$ cat config.mk
export PLATFORM = sky130hd
export DESIGN_NAME = json_string_escaper_utf8
export DESIGN_NICKNAME = d
export VERILOG_FILES = /design/src/jse_pkg.sv /design/src/json_string_escaper_utf8.sv /design/src/jse_fifo.sv /design/src/jse_front.sv /design/src/jse_back.sv
export SDC_FILE = /design/constraint.sdc
export NUM_CORES = 1
export LEC_CHECK = 0
export ABC_AREA = 1
export BUFFER_PORTS_ARGS = -buffer_cell sky130_fd_sc_hd__buf_2
export CORE_MARGIN = 2
export CORE_UTILIZATION = 51
export CTS_CLUSTER_SIZE = 40
export DETAILED_ROUTE_END_ITERATION = 6
export GPL_TIMING_DRIVEN = 1
export PLACE_DENSITY = 0.76
export SYNTH_ARGS = -nofsm -noshare
export SYNTH_HDL_FRONTEND = slang
export SYNTH_HIERARCHICAL = 1
export SYNTH_SLANG_ARGS = --single-unit
$ cat constraint.sdc
create_clock -name clk -period 7.5 [get_ports clk]
set_clock_uncertainty 0.2 [all_clocks]
set_input_delay 0.75 -clock clk [delete_from_list [all_inputs] [get_ports clk]]
set_output_delay 0.75 -clock clk [all_outputs]
set_load 0.01 [all_outputs]
$ cat src/jse_pkg.sv
package jse_pkg;

  // Width of the emitted-byte counter
  localparam int COUNT_BITS = 32;
  // Compare width: holds counter, limit and one chunk without wrap
  localparam int CMP_W = ((COUNT_BITS > 32) ? COUNT_BITS : 32) + 1;
  localparam logic [COUNT_BITS-1:0] CNT_MAX = {COUNT_BITS{1'b1}};

  // Chunk queue between classifier and emitter
  localparam int QDEPTH = 4;
  localparam int QPTR_W = $clog2(QDEPTH);

  // Characters
  localparam logic [7:0] CH_QUOTE  = 8'h22;
  localparam logic [7:0] CH_BSLASH = 8'h5C;
  localparam logic [7:0] CH_U      = 8'h75;
  localparam logic [7:0] CH_ZERO   = 8'h30;
  localparam logic [7:0] CH_B      = 8'h62;
  localparam logic [7:0] CH_F      = 8'h66;
  localparam logic [7:0] CH_N      = 8'h6E;
  localparam logic [7:0] CH_R      = 8'h72;
  localparam logic [7:0] CH_T      = 8'h74;
  localparam logic [7:0] CH_A_LOW  = 8'h61;

  // Control bytes with a short escape
  localparam logic [7:0] C_BS = 8'h08;
  localparam logic [7:0] C_HT = 8'h09;
  localparam logic [7:0] C_LF = 8'h0A;
  localparam logic [7:0] C_FF = 8'h0C;
  localparam logic [7:0] C_CR = 8'h0D;
  localparam logic [7:0] C_SPACE = 8'h20;
  localparam logic [7:0] C_ASCII_MAX = 8'h7F;

  // UTF-8 lead and continuation limits
  localparam logic [7:0] LEAD2_LO  = 8'hC2;
  localparam logic [7:0] LEAD2_HI  = 8'hDF;
  localparam logic [7:0] LEAD3_LO  = 8'hE0;
  localparam logic [7:0] LEAD3_SUR = 8'hED;
  localparam logic [7:0] LEAD3_HI  = 8'hEF;
  localparam logic [7:0] LEAD4_LO  = 8'hF0;
  localparam logic [7:0] LEAD4_HI  = 8'hF4;
  localparam logic [7:0] CONT_LO   = 8'h80;
  localparam logic [7:0] CONT_HI   = 8'hBF;
  localparam logic [7:0] E0_MIN    = 8'hA0;
  localparam logic [7:0] ED_MAX    = 8'h9F;
  localparam logic [7:0] F0_MIN    = 8'h90;
  localparam logic [7:0] F4_MAX    = 8'h8F;

  typedef enum logic [1:0] {
    K_QUOTE,
    K_PLAIN,
    K_SHORT,
    K_HEX
  } kind_t;

  // One output chunk; data[0] holds the escape char or the escaped byte
  typedef struct packed {
    kind_t           kind;
    logic [3:0][7:0] data;
    logic [2:0]      olen;
    logic            last;
  } chunk_t;

  typedef struct packed {
    logic [7:0] data_byte;
    logic       first_of_string;
    logic       last_of_string;
  } in_item_t;

  typedef struct packed {
    logic [7:0] out_byte;
    logic       last_in_run;
    logic       limit_error;
  } out_item_t;

  // Second char of a two-char escape, zero if none
  function automatic logic [7:0] short_esc(input logic [7:0] c);
    logic [7:0] r;
    r = 8'h00;
    case (c)
      CH_QUOTE:  r = CH_QUOTE;
      CH_BSLASH: r = CH_BSLASH;
      C_BS:      r = CH_B;
      C_FF:      r = CH_F;
      C_LF:      r = CH_N;
      C_CR:      r = CH_R;
      C_HT:      r = CH_T;
      default:   r = 8'h00;
    endcase
    return r;
  endfunction

  // Sequence length from lead byte, zero for an invalid lead
  function automatic logic [2:0] seq_len(input logic [7:0] c);
    logic [2:0] r;
    r = 3'd0;
    if (c >= LEAD2_LO && c <= LEAD2_HI) r = 3'd2;
    else if (c >= LEAD3_LO && c <= LEAD3_HI) r = 3'd3;
    else if (c >= LEAD4_LO && c <= LEAD4_HI) r = 3'd4;
    return r;
  endfunction

  function automatic logic second_ok(input logic [7:0] lead, input logic [7:0] b);
    logic r;
    if (lead == LEAD3_LO) r = (b >= E0_MIN) && (b <= CONT_HI);
    else if (lead == LEAD3_SUR) r = (b >= CONT_LO) && (b <= ED_MAX);
    else if (lead == LEAD4_LO) r = (b >= F0_MIN) && (b <= CONT_HI);
    else if (lead == LEAD4_HI) r = (b >= CONT_LO) && (b <= F4_MAX);
    else r = (b[7:6] == 2'b10);
    return r;
  endfunction

  // Lowercase hex digit
  function automatic logic [7:0] hex_char(input logic [3:0] n);
    logic [7:0] r;
    if (n < 4'd10) r = CH_ZERO + {4'b0, n};
    else r = CH_A_LOW + {4'b0, n} - 8'd10;
    return r;
  endfunction

endpackage

$ cat src/json_string_escaper_utf8.sv
// Channel  Direction  Ports                                 Transfer
// in       input      in_valid, in_ready, in_data           one string byte
// out      output     out_valid, out_ready, out_data        one JSON text byte
// cfg      input      cfg_valid, cfg_ready, cfg_max_output_bytes  output limit
//
// Plain bytes and whole UTF-8 sequences go in at one transaction per cycle while
// the chunk queue has room. The classifier pushes one chunk per output chunk,
// plus one for each quote, and none for an item that only extends a held sequence;
// output drains one byte per cycle while out_ready is high, so escapes (2 or 6 bytes)
// set the rate once the 4-entry chunk queue fills.
// Reset is synchronous; no clearing pass. cfg_ready is always high.
module json_string_escaper_utf8 (
  input  logic               clk,
  input  logic               rst_n,
  input  logic               in_valid,
  output logic               in_ready,
  input  jse_pkg::in_item_t  in_data,
  output logic               out_valid,
  input  logic               out_ready,
  output jse_pkg::out_item_t out_data,
  input  logic               cfg_valid,
  output logic               cfg_ready,
  input  logic [31:0]        cfg_max_output_bytes
);

  logic            q_push, q_full, q_pop, q_empty;
  jse_pkg::chunk_t q_chunk, q_head;

  jse_front u_front (
    .clk      (clk),
    .rst_n    (rst_n),
    .in_valid (in_valid),
    .in_ready (in_ready),
    .in_data  (in_data),
    .q_full   (q_full),
    .q_push   (q_push),
    .q_chunk  (q_chunk)
  );

  jse_fifo u_fifo (
    .clk   (clk),
    .rst_n (rst_n),
    .push  (q_push),
    .din   (q_chunk),
    .full  (q_full),
    .pop   (q_pop),
    .dout  (q_head),
    .empty (q_empty)
  );

  jse_back u_back (
    .clk                  (clk),
    .rst_n                (rst_n),
    .cfg_valid            (cfg_valid),
    .cfg_ready            (cfg_ready),
    .cfg_max_output_bytes (cfg_max_output_bytes),
    .q_head               (q_head),
    .q_empty              (q_empty),
    .q_pop                (q_pop),
    .out_valid            (out_valid),
    .out_ready            (out_ready),
    .out_data             (out_data)
  );

endmodule

$ cat src/jse_fifo.sv
module jse_fifo (
  input  logic             clk,
  input  logic             rst_n,
  input  logic             push,
  input  jse_pkg::chunk_t  din,
  output logic             full,
  input  logic             pop,
  output jse_pkg::chunk_t  dout,
  output logic             empty
);

  jse_pkg::chunk_t mem_r [jse_pkg::QDEPTH];
  logic [jse_pkg::QPTR_W-1:0] wptr_r, rptr_r;
  logic [jse_pkg::QPTR_W:0]   cnt_r;

  assign full  = (cnt_r == (jse_pkg::QPTR_W+1)'(jse_pkg::QDEPTH));
  assign empty = (cnt_r == '0);
  assign dout  = mem_r[rptr_r];

  // Storage, no reset needed
  always_ff @(posedge clk) begin
    if (push && !full) begin
      mem_r[wptr_r] <= din;
    end
  end

  // Pointers and fill count
  always_ff @(posedge clk) begin
    if (!rst_n) begin
      wptr_r <= '0;
      rptr_r <= '0;
      cnt_r  <= '0;
    end else begin
      if (push && !full) wptr_r <= wptr_r + 1'b1;
      if (pop && !empty) rptr_r <= rptr_r + 1'b1;
      if ((push && !full) && !(pop && !empty)) cnt_r <= cnt_r + 1'b1;
      else if (!(push && !full) && (pop && !empty)) cnt_r <= cnt_r - 1'b1;
    end
  end

endmodule

$ cat src/jse_front.sv
module jse_front (
  input  logic              clk,
  input  logic              rst_n,
  input  logic              in_valid,
  output logic              in_ready,
  input  jse_pkg::in_item_t in_data,
  input  logic              q_full,
  output logic              q_push,
  output jse_pkg::chunk_t   q_chunk
);

  typedef enum logic [1:0] {ST_IDLE, ST_OPEN, ST_SCAN, ST_CLOSE} state_t;

  // Classification of the byte at one buffer position
  typedef struct packed {
    logic           brk;
    jse_pkg::kind_t kind;
    logic [2:0]     adv;
  } cls_t;

  state_t          state_r, state_nxt;
  logic [3:0][7:0] buf_r, buf_nxt;
  logic [2:0]      n_r, n_nxt;
  logic [1:0]      pos_r, pos_nxt;
  logic            last_r, last_nxt;
  logic [2:0][7:0] pend_r, pend_nxt;
  logic [1:0]      pcnt_r, pcnt_nxt;

  cls_t       cls [4];
  cls_t       cur;
  logic [2:0] newpos;
  logic       end_scan;
  logic       scan_end;
  logic [2:0] end_pos;
  logic       done_now;
  logic [1:0] pc;
  logic [2:0] pidx;
  logic [7:0] c;

  function automatic cls_t classify(input logic [3:0][7:0] b, input logic [2:0] n,
                                    input logic [1:0] p, input logic lst);
    cls_t       r;
    logic [7:0] ch;
    logic [2:0] slen, avail, lim, idx;
    logic       bad;
    ch    = b[p];
    r.brk = 1'b0;
    r.kind = jse_pkg::K_PLAIN;
    r.adv = 3'd1;
    bad   = 1'b0;
    slen  = jse_pkg::seq_len(ch);
    avail = n - {1'b0, p};
    lim   = (avail < slen) ? avail : slen;
    if (jse_pkg::short_esc(ch) != 8'h00) begin
      r.kind = jse_pkg::K_SHORT;
    end else if (ch < jse_pkg::C_SPACE) begin
      r.kind = jse_pkg::K_HEX;
    end else if (ch > jse_pkg::C_ASCII_MAX) begin
      if (slen == 3'd0) begin
        r.kind = jse_pkg::K_HEX;
      end else begin
        // check every available follow byte of the sequence
        for (int k = 1; k < 4; k++) begin
          idx = 3'({1'b0, p}) + 3'(k);
          if (3'(k) < lim && idx < 3'd4) begin
            if (k == 1) begin
              if (!jse_pkg::second_ok(ch, b[idx[1:0]])) bad = 1'b1;
            end else begin
              if (b[idx[1:0]][7:6] != 2'b10) bad = 1'b1;
            end
          end
        end
        if (bad) r.kind = jse_pkg::K_HEX;
        else if (avail < slen) begin
          if (lst) r.kind = jse_pkg::K_HEX;
          else r.brk = 1'b1;
        end else r.adv = slen;
      end
    end
    return r;
  endfunction

  // Classify all positions in parallel
  always_comb begin
    for (int p = 0; p < 4; p++) begin
      cls[p] = classify(buf_r, n_r, 2'(p), last_r);
    end
  end

  assign cur      = cls[pos_r];
  assign newpos   = {1'b0, pos_r} + cur.adv;
  assign end_scan = (newpos >= n_r) || cls[newpos[1:0]].brk;
  assign c        = buf_r[pos_r];

  // Sequencer: one chunk per cycle into the queue while the queue is not full
  always_comb begin
    state_nxt = state_r;
    pos_nxt   = pos_r;
    buf_nxt   = buf_r;
    n_nxt     = n_r;
    last_nxt  = last_r;
    q_push    = 1'b0;
    scan_end  = 1'b0;
    end_pos   = {1'b0, pos_r};
    done_now  = 1'b0;
    pidx      = '0;
    q_chunk.kind = jse_pkg::K_QUOTE;
    q_chunk.data = '0;
    q_chunk.data[0] = jse_pkg::CH_QUOTE;
    q_chunk.olen = 3'd1;
    q_chunk.last = 1'b0;
    unique case (state_r)
      ST_IDLE: begin
      end
      ST_OPEN: begin
        q_push = !q_full;
        q_chunk.last = cls[0].brk && !last_r;
        if (q_push) state_nxt = ST_SCAN;
      end
      ST_SCAN: begin
        if (cur.brk) begin
          scan_end = 1'b1;
          done_now = 1'b1;
        end else begin
          q_push = !q_full;
          q_chunk.kind = cur.kind;
          for (int i = 0; i < 4; i++) begin
            q_chunk.data[i] = buf_r[2'(pos_r + 2'(i))];
          end
          unique case (cur.kind)
            jse_pkg::K_SHORT: begin
              q_chunk.data[0] = jse_pkg::short_esc(c);
              q_chunk.olen = 3'd2;
            end
            jse_pkg::K_HEX:   q_chunk.olen = 3'd6;
            jse_pkg::K_PLAIN: q_chunk.olen = cur.adv;
            default:          q_chunk.olen = 3'd1;
          endcase
          q_chunk.last = end_scan && !last_r;
          if (q_push) begin
            if (end_scan) begin
              scan_end = 1'b1;
              end_pos  = newpos;
              if (last_r) state_nxt = ST_CLOSE;
              else done_now = 1'b1;
            end else begin
              pos_nxt = newpos[1:0];
            end
          end
        end
      end
      ST_CLOSE: begin
        q_push = !q_full;
        q_chunk.last = 1'b1;
        if (q_push) done_now = 1'b1;
      end
      default: begin
      end
    endcase
    if (done_now) state_nxt = ST_IDLE;

    // Leftover valid prefix becomes the pending bytes
    pend_nxt = pend_r;
    pcnt_nxt = pcnt_r;
    if (scan_end) begin
      for (int i = 0; i < 3; i++) begin
        pidx = end_pos + 3'(i);
        pend_nxt[i] = buf_r[pidx[1:0]];
      end
      pcnt_nxt = 2'(n_r - end_pos);
    end

    // Load a new transaction: pending bytes then the new byte
    in_ready = (state_r == ST_IDLE) || done_now;
    pc = in_data.first_of_string ? 2'd0 : pcnt_nxt;
    if (in_valid && in_ready) begin
      buf_nxt[0] = (pc > 2'd0) ? pend_nxt[0] : in_data.data_byte;
      buf_nxt[1] = (pc > 2'd1) ? pend_nxt[1] : in_data.data_byte;
      buf_nxt[2] = (pc > 2'd2) ? pend_nxt[2] : in_data.data_byte;
      buf_nxt[3] = in_data.data_byte;
      n_nxt      = {1'b0, pc} + 3'd1;
      pos_nxt    = 2'd0;
      last_nxt   = in_data.last_of_string;
      state_nxt  = in_data.first_of_string ? ST_OPEN : ST_SCAN;
    end
  end

  always_ff @(posedge clk) begin
    if (!rst_n) begin
      state_r <= ST_IDLE;
      pcnt_r  <= 2'd0;
    end else begin
      state_r <= state_nxt;
      pcnt_r  <= pcnt_nxt;
    end
    buf_r  <= buf_nxt;
    n_r    <= n_nxt;
    pos_r  <= pos_nxt;
    last_r <= last_nxt;
    pend_r <= pend_nxt;
  end

endmodule

$ cat src/jse_back.sv
module jse_back (
  input  logic               clk,
  input  logic               rst_n,
  input  logic               cfg_valid,
  output logic               cfg_ready,
  input  logic [31:0]        cfg_max_output_bytes,
  input  jse_pkg::chunk_t    q_head,
  input  logic               q_empty,
  output logic               q_pop,
  output logic               out_valid,
  input  logic               out_ready,
  output jse_pkg::out_item_t out_data
);

  logic [31:0]                     max_r;
  logic [jse_pkg::COUNT_BITS-1:0]  emitted_r, emitted_nxt;
  logic                            ovf_r, ovf_nxt;
  logic [2:0]                      idx_r, idx_nxt;
  logic                            out_valid_r, out_valid_nxt;
  jse_pkg::out_item_t              out_data_r, out_data_nxt;

  logic                     load;
  logic [jse_pkg::CMP_W-1:0] sum;
  logic                     fits;
  logic                     ovf_eff;
  logic [7:0]               byte_raw;

  assign cfg_ready = 1'b1;
  assign out_valid = out_valid_r;
  assign out_data  = out_data_r;

  assign load  = !q_empty && (!out_valid_r || out_ready);
  assign q_pop = load && (idx_r == q_head.olen - 3'd1);

  // Whole-chunk fit check against the limit and the counter range
  assign sum  = jse_pkg::CMP_W'(emitted_r) + jse_pkg::CMP_W'(q_head.olen);
  assign fits = (sum <= jse_pkg::CMP_W'(max_r)) &&
                (sum <= jse_pkg::CMP_W'(jse_pkg::CNT_MAX));
  assign ovf_eff = (idx_r == 3'd0) ? (ovf_r || !fits) : ovf_r;

  // Byte of the current chunk at idx_r
  always_comb begin
    byte_raw = jse_pkg::CH_QUOTE;
    unique case (q_head.kind)
      jse_pkg::K_QUOTE: byte_raw = jse_pkg::CH_QUOTE;
      jse_pkg::K_PLAIN: byte_raw = q_head.data[idx_r[1:0]];
      jse_pkg::K_SHORT: byte_raw = (idx_r == 3'd0) ? jse_pkg::CH_BSLASH : q_head.data[0];
      jse_pkg::K_HEX: begin
        unique case (idx_r) inside
          3'd0:       byte_raw = jse_pkg::CH_BSLASH;
          3'd1:       byte_raw = jse_pkg::CH_U;
          3'd2, 3'd3: byte_raw = jse_pkg::CH_ZERO;
          3'd4:       byte_raw = jse_pkg::hex_char(q_head.data[0][7:4]);
          default:    byte_raw = jse_pkg::hex_char(q_head.data[0][3:0]);
        endcase
      end
      default: byte_raw = jse_pkg::CH_QUOTE;
    endcase
  end

  // Output register and limit bookkeeping
  always_comb begin
    emitted_nxt   = emitted_r;
    ovf_nxt       = ovf_r;
    idx_nxt       = idx_r;
    out_valid_nxt = out_valid_r;
    out_data_nxt  = out_data_r;
    if (out_valid_r && out_ready) out_valid_nxt = 1'b0;
    if (load) begin
      out_valid_nxt            = 1'b1;
      out_data_nxt.out_byte    = ovf_eff ? 8'h00 : byte_raw;
      out_data_nxt.limit_error = ovf_eff;
      out_data_nxt.last_in_run = q_head.last && q_pop;
      idx_nxt = q_pop ? 3'd0 : idx_r + 3'd1;
      if (idx_r == 3'd0) begin
        ovf_nxt = ovf_eff;
        if (!ovf_eff) emitted_nxt = sum[jse_pkg::COUNT_BITS-1:0];
      end
    end
  end

  always_ff @(posedge clk) begin
    if (!rst_n) begin
      max_r       <= 32'hFFFF_FFFF;
      emitted_r   <= '0;
      ovf_r       <= 1'b0;
      idx_r       <= 3'd0;
      out_valid_r <= 1'b0;
    end else begin
      if (cfg_valid) max_r <= cfg_max_output_bytes;
      emitted_r   <= emitted_nxt;
      ovf_r       <= ovf_nxt;
      idx_r       <= idx_nxt;
      out_valid_r <= out_valid_nxt;
    end
    out_data_r <= out_data_nxt;
  end

endmodule

# Word-level counts from Yosys, hierarchy flattened
# Memory sizes are Yosys's and may differ from the RTL's. A register that Yosys moved wholly into a read port is not among the register bits.
# Cells that the tools add are included.
dict set report word_totals {
  n_memories 1
  output_inout_bits 13
  wordCells 474
  ramBits 152
  reg_bits 152
}
# name words width rd rd_clocked_by_memory_dff wr line
set mem_list {}
lappend mem_list {u_fifo.mem_r 4 38 1 1 1 jse_fifo.sv:12} ;# jse_pkg::chunk_t mem_r [jse_pkg::QDEPTH];
dict set report op_classes {
  magnitude_cmp 78
  n_mux 202
  n_addsub 24
  n_eq_ne 72
  bitwise_logic 6
  n_reduce_logical 68
}
# cell count
set ops {}
lappend ops {{$pmux W7 S7} 5}
lappend ops {{$eq A8 B4 Y1 const B} 25}
lappend ops {{$ge A8 B8 Y1 const B} 21}
lappend ops {{$le A8 B8 Y1 const B} 21}
lappend ops {{$bmux W8 S2} 8}
lappend ops {{$mux W3} 41}
lappend ops {{$mux W8} 15}
lappend ops {{$eq A8 B8 Y1 const B} 12}
lappend ops {{$mux W1} 81}
lappend ops {{$mux W2} 32}
lappend ops {{$pmux W8 S4} 2}
lappend ops {{$mux W6} 8}
lappend ops {{$eq A8 B6 Y1 const B} 5}
lappend ops {{$eq A8 B7 Y1 const B} 5}
lappend ops {{$mux W38} 1}
lappend ops {{$mux W37} 1}
lappend ops {{$logic_and A1 B1 Y1} 36}
lappend ops {{$add A32 B3 Y33} 1}
lappend ops {{$le A33 B32 Y1} 1}
lappend ops {{$le A33 B32 Y1 const B} 1}
lappend ops {{$gt A8 B7 Y1 const B} 4}
lappend ops {{$lt A8 B6 Y1 const B} 4}
lappend ops {{$reduce_bool A8 Y1} 4}
lappend ops {{$bmux W6 S2} 2}
lappend ops {{other kinds (47)} 114}

# Logic depth before layout (Yosys ltp)
dict set report depth {
  ltp_word 46
  mapped_depth 48
  ltp_nobuf 46
}

# Cells and area by module
# Netlist, hierarchy kept.
# mod cells_per_inst n_inst area_per_inst_um2
set modules_own_cells {}
lappend modules_own_cells {jse_front 996 1 6261.0}
lappend modules_own_cells {jse_fifo 438 1 6127.1}
lappend modules_own_cells {jse_back 807 1 5392.7}

# Worst setup path before layout
# OpenSTA, ideal clock, no wires.
dict set report synth_path {
  path_type {reg-to-reg}
  start {register u_front/buf_r[0] (netlist name)}
  end {register u_front/buf_r[0] (netlist name) (data pin)}
  arrival_ps 5864
  setup_ps 253
  path_stages_with_launch 44
  required_ps 7047
  slack_ps 1183
  cell_sequence {edfxtp_1 > nor2_1 > inv_1 > a211oi_2 > inv_1 > ha_1 > nand2_4 > nand2_4 > nand2_2 > nand3_2 > a21oi_2 > nand2_1 > inv_1 > o21ai_0 > o311ai_0 > inv_1 > ha_1 > inv_1 > [... 8 more ...] > nand2_1 > nand2_1 > nand2_2 > inv_2 > buf_6 > ha_1 > xor2_1 > inv_1 > nand2_2 > nand3_2 > nand2_2 > nor2_8 > inv_4 > ha_1 > clkbuf_1 > inv_1 > nand3_1 > nand2_1}
}
dict set report synth_between {
  elab_chain_cells 43
  word_cells_on_any_way 89
}
# item line
set synth_lines {}
lappend synth_lines {{from (decl)} jse_front.sv:22} ;# logic [3:0][7:0] buf_r, buf_nxt;
lappend synth_lines {{from (signal assigned)} jse_front.sv:196} ;# buf_r <= buf_nxt;
lappend synth_lines {{branches (longest 24 deep; another with $ge A8 B8 Y1)} -}
lappend synth_lines {{$mux W3 (*)} jse_front.sv:54} ;# if (jse_pkg::short_esc(ch) != 8'h00) begin
lappend synth_lines {{$bmux W6 S2 (*)} jse_front.sv:90} ;# assign cur = cls[pos_r];
lappend synth_lines {{$mux W6 (implied by the code) (*) (2 in a row)} jse_front.sv:90}
lappend synth_lines {{$add A2 B3 Y3 (*)} jse_front.sv:91} ;# assign newpos = {1'b0, pos_r} + cur.adv;
lappend synth_lines {{net u_front.newpos[1]} jse_front.sv:31} ;# logic [2:0] newpos;
lappend synth_lines {{$not A2 Y3 (implied by the code)} jse_front.sv:92} ;# assign end_scan = (newpos >= n_r) || cls[newpos[1:0]].brk;
lappend synth_lines {{$bmux W6 S2} jse_front.sv:92}
lappend synth_lines {{[... 4 more ...]} -}
lappend synth_lines {{$mux W2} jse_front.sv:140} ;# if (q_push) begin
lappend synth_lines {{$mux W2} jse_front.sv:121} ;# if (cur.brk) begin
lappend synth_lines {{$mux W2} jse_front.sv:112} ;# unique case (state_r)
lappend synth_lines {{$sub A2 B2 Y2} jse_front.sv:170} ;# pcnt_nxt = 2'(n_r - end_pos);
lappend synth_lines {{$mux W2} jse_front.sv:165} ;# if (scan_end) begin
lappend synth_lines {{$mux W2} jse_front.sv:175} ;# pc = in_data.first_of_string ? 2'd0 : pcnt_nxt;
lappend synth_lines {{$gt A2 B1 Y1} jse_front.sv:177} ;# buf_nxt[0] = (pc > 2'd0) ? pend_nxt[0] : in_data.data_byte;
lappend synth_lines {{$mux W8 (*)} jse_front.sv:177}
# Mark *: on every way through the listed nets, which the timed path passes. The select of a mux whose other input is x is not followed.
# A chain may end at the register's enable or synchronous reset.

# Worst setup path after layout
dict set report layout_path {
  start {register u_front/buf_r[17] (netlist name)}
  end {register u_front/buf_r[4] (netlist name) (data pin)}
}
dict set report layout_between {
  elab_chain_cells 42
  word_cells_on_any_way 119
}
# item line
set layout_lines {}
lappend layout_lines {{$ge A8 B8 Y1 / $le A8 B8 Y1 (equally long branches)} {jse_pkg.sv:106, jse_pkg.sv:108}}
lappend layout_lines {{$logic_and A1 B1 Y1} jse_pkg.sv:108} ;# else if (lead == LEAD4_HI) r = (b >= CONT_LO) && (b <= F4_MAX);
lappend layout_lines {{$mux W1} jse_pkg.sv:108}
lappend layout_lines {{$mux W1} jse_pkg.sv:107} ;# else if (lead == LEAD4_LO) r = (b >= F0_MIN) && (b <= CONT_HI);
lappend layout_lines {{$mux W1} jse_pkg.sv:106} ;# else if (lead == LEAD3_SUR) r = (b >= CONT_LO) && (b <= ED_MAX);
lappend layout_lines {{$mux W1} jse_pkg.sv:105} ;# if (lead == LEAD3_LO) r = (b >= E0_MIN) && (b <= CONT_HI);
lappend layout_lines {{$mux W1} jse_front.sv:65} ;# if (3'(k) < lim && idx < 3'd4) begin
lappend layout_lines {{$mux W1} jse_front.sv:59} ;# if (slen == 3'd0) begin
lappend layout_lines {{[... 20 more ...]} -}
lappend layout_lines {{net u_front.newpos[1]} jse_front.sv:31}
lappend layout_lines {{[... 6 more ...]} -}
lappend layout_lines {{$mux W2} jse_front.sv:140}
lappend layout_lines {{$mux W2} jse_front.sv:121}
lappend layout_lines {{$mux W2} jse_front.sv:112}
lappend layout_lines {{$sub A2 B2 Y2} jse_front.sv:170}
lappend layout_lines {{$mux W2} jse_front.sv:165}
lappend layout_lines {{$mux W2} jse_front.sv:175}
lappend layout_lines {{$gt A2 B1 Y1} jse_front.sv:177}
lappend layout_lines {{$mux W8 (*)} jse_front.sv:177}
# Mark *: on every way through the listed nets, which the timed path passes. The rest lies on a longest branch. The select of a mux whose other input is x is not followed.

==> impl_metrics.json <==
{
  "synth_adder_area_share_pct": 5.33,
  "synth-edff-count": 198,
  "yosys-mux-area-fraction_pct": 0,
  "finalInstanceArea_um2": 19500,
  "grt_pass1_wl_um": 76600,
  "drtPass1Iterations": 5,
  "gp_congestion": 1.01,
  "finalHoldViolCount": 0,
  "critPathBufInv": 8,
  "fillCellCount": 3059,
  "end_kind": "flop",
  "routedWlPerCell_um": 17.8,
  "max_stage_delay_ps": 470,
  "p_int_mw": 4.55,
  "fin_crit_sh_pct": 93.2,
  "vdd_drop_max_v": 0.000286,
  "cts_sinks": 306,
  "worstSkewPairLatency_ps": 540,
  "drv_cap": 0,
  "synthTopCellsByArea": "edfxtp_1 (33%), dfxtp_1 (12%), nand2_1 (9.1%), nor2_1 (6.1%), o21ai_0 (6.0%)",
  "crit_top_cell": "nand2_1",
  "grt_pass1_vias": 14600,
  "root_buffer": "clkbuf_16",
  "grt_usage_pct": 26.8,
  "combPwrFrac_pct": 47.6,
  "clk_path_buf_depth": 3,
  "crit_arrival_ps": 7180,
  "synth_top_family_by_area": "simple AND/OR/NAND/NOR gates",
  "synthFlopType": "edfxtp_1",
  "via_per_inst": 5.64,
  "regArea_um2": 8110,
  "tns_ps": 0,
  "fp.dieH_um": 191,
  "synth.top_cell.area_share_pct": 33.4,
  "netlist_instances": 2241,
  "seqPwrFrac_pct": 32.2,
  "relSlewSlack_pct": 22.6,
  "overflow": 0,
  "status": "complete, no violations",
  "grt_max_degree": 70,
  "placementRows": 68,
  "multi_input_area_um2": 8220,
  "synth-seq-area-share_pct": 45.6,
  "switching_share_pct": 44.7,
  "cp.required_ps": 7690,
  "ant_nets": 0,
  "cpLargestDelayFamily": "simple AND/OR/NAND/NOR gates",
  "rsz0062_at_grt": "no",
  "die_w_um": 191,
  "worst_pin_slew_ps": 1160,
  "cts_resized": 0,
  "clkPwrFrac_pct": 20.1,
  "yosys_warnings": 6,
  "routed_wl_um": 49000,
  "start_util_pct": 51.6,
  "num_antenna_cells": 0,
  "cp_slowest_cell": "fa_1",
  "place_area_um2": 18400,
  "dp_cells": 2690,
  "switching_power_mw": 3.68,
  "yosysTopAreaCell": "edfxtp_1",
  "synth_compound_area_share_pct": 13.6,
  "portBuffers": 58,
  "post-dp-hpwl_um": 34800,
  "finalSetupViolations": 0,
  "post-cts-setup-buffers": 0,
  "cp_max_fo": 11,
  "drv_slew": 0,
  "p_leak_nw": 8.54,
  "synth_xor_area_share_pct": 1.92,
  "synth_nets": 2362,
  "synth.distinct_cells": 57,
  "vias": 15500,
  "nets": 2393,
  "hold_buffers": 0,
  "core_um2": 34500,
  "period_minus_slack_ps": 6990,
  "setup.worst_path.class": "reg -> reg",
  "area_growth_pct": 9.51,
  "antenna_found_initial": 0,
  "drive_gt1_share_pct": 9.31,
  "syn_area_um2": 17800,
  "avgSynthCellArea_um2": 7.93,
  "numCtsBuffers": 35,
  "clk_pin_slew_ps": 60,
  "worstHoldPathType": "in -> reg",
  "synthArstFlopShare_pct": 0,
  "final_cells": 2753,
  "fmax_mhz": 143,
  "die_area_um2": 36400,
  "power_density_nw_per_um2": 423,
  "cts_tree": "done",
  "worst_setup_path_start_kind": "flop",
  "htree_num_levels": 2,
  "synth-seq-cells": 306,
  "synthSimpleGateAreaFrac_pct": 25.1,
  "drc": 0,
  "drtIter0Drc": 1575,
  "io_pins": 60
}
## cell usage after synthesis (all sizes together) (2+ instances only)
master,instances
edfxtp,198
a221oi,4
a21oi,119
xnor2,4
and2,21
inv,267
a31oi,9
or2,27
o21ai,234
dfxtp,108
xor2,35
nand4,30
o2111ai,5
o21bai,2
ha,71
nor4,7
nand3b,2
fa,3
nor2,297
a22oi,2
o22ai,40
a21boi,5
clkinv,3
nand2,445
nand3,149
buf,46
a211oi,12
clkbuf,40
o221ai,2
nor3,44
o311ai,4
## registers in the layout, indices dropped and copies added, names as in the netlist, 2 cells and up, named ones only
signal,flops
u_front/n_r,3
u_front/pos_r,2
u_fifo/mem_r,152
u_back/out_data,10
u_fifo/wptr_r,2
u_front/buf_r,32
u_front/pend_r,24
u_fifo/cnt_r,3
u_front/pcnt_r,2
u_front/state_r,2
u_back/emitted_r,32
u_back/idx_r,3
u_back/max_r,32
u_fifo/rptr_r,2
## power by group through the flow
stage / combinational [mW] / clock (mW) / sequential [mW]
final: 3.92 / 1.66 / 2.65
after global routing: 4.38 / 1.75 / 2.69
after CTS: 3.84 / 1.68 / 2.64
after detailed placement: 3.81 / 0 / 2.68
after global placement: 3.72 / 0 / 2.66
after floorplan: 2.90 / 0 / 2.60
## per-layer routing
layer	GRT usage (%)	part of all wire [%]	vias up	routed length, µm
li1	-	-	7580	-
met1	35.8	42	7133	20700
met2	44.0	46	674	22600
met3	4.12	7.6	138	3750
met4	10.4	4.0	0	1970
met5	0	0	-	0
## cell usage in the layout (no fill, tap or decap), types with 6 or more instances in the layout
cell / n
o22ai_1: 40
nand3_2: 6
nand2_2: 12
clkinv_1: 7
clkbuf_16: 36
a21oi_1: 116
a211oi_1: 11
buf_4: 22
nand4_1: 29
nand3_1: 142
or2_2: 25
o21ai_1: 20
clkbuf_1: 10
inv_2: 14
edfxtp_1: 198
ha_1: 69
buf_2: 58
nor2_1: 286
nor2_4: 6
xor2_1: 35
nor4_1: 7
dfxtp_1: 106
nand2_1: 429
nor3_1: 43
inv_1: 252
o21ai_0: 214
a31oi_1: 9
and2_1: 21
## area by class of cell
cell class | instances | area share, %
multi-input cells | 1579 | 42.2
flip-flops and latches | 306 | 41.7
inverters | 270 | 5.22
clock buffers | 48 | 4.96
well taps | 455 | 2.92
repair buffers | 80 | 2.34
clock inverters | 15 | 0.713
## worst reg2reg max path, delay by kind of cell (launching register included)
family | cells | cell delay, ps
xor+xnor | 1 | 170
simple gates | 18 | 2030
buf+inv | 8 | 920
fa+ha+maj | 6 | 1700
flops | 1 | 450
compound gates | 7 | 1380
## cells by family (layout without fill, tap and decap cells)
group	count (synthesis)	count (layout)
simple gates	1022	1022
other cells	1	1
fa+ha+maj	74	74
xor+xnor	39	39
buf+inv	356	413
compound gates	443	443
flops	306	306
## through the flow
step | util, % | setup WS [ps] | power (mW) | hold slack, ps
after global placement | 53.3 | 805 | 6.38 | 256
after CTS | 56.5 | 491 | 8.17 | 168
after global routing | 56.5 | 27.2 | 8.82 | 173
after floorplan | - | 1180 | 5.51 | 235
after detailed placement | 53.3 | 511 | 6.48 | 264
final | 56.5 | 511 | 8.23 | 186
## final timing paths
check	end	depth (start not counted)	start	slack, ps
worst min-delay path	u_front/last_r$_DFFE_PP_	1	in_data[0]	190
worst min register to register	u_back/max_r[28]$_SDFFE_PN1P_	2	u_back/max_r[28]$_SDFFE_PN1P_	270
worst max-delay path	u_front/buf_r[4]$_DFFE_PP_	40	u_front/buf_r[17]$_DFFE_PP_	510
worst max register to register	u_front/buf_r[4]$_DFFE_PP_	40	u_front/buf_r[17]$_DFFE_PP_	510
Power figures use the tool's default switching activity.
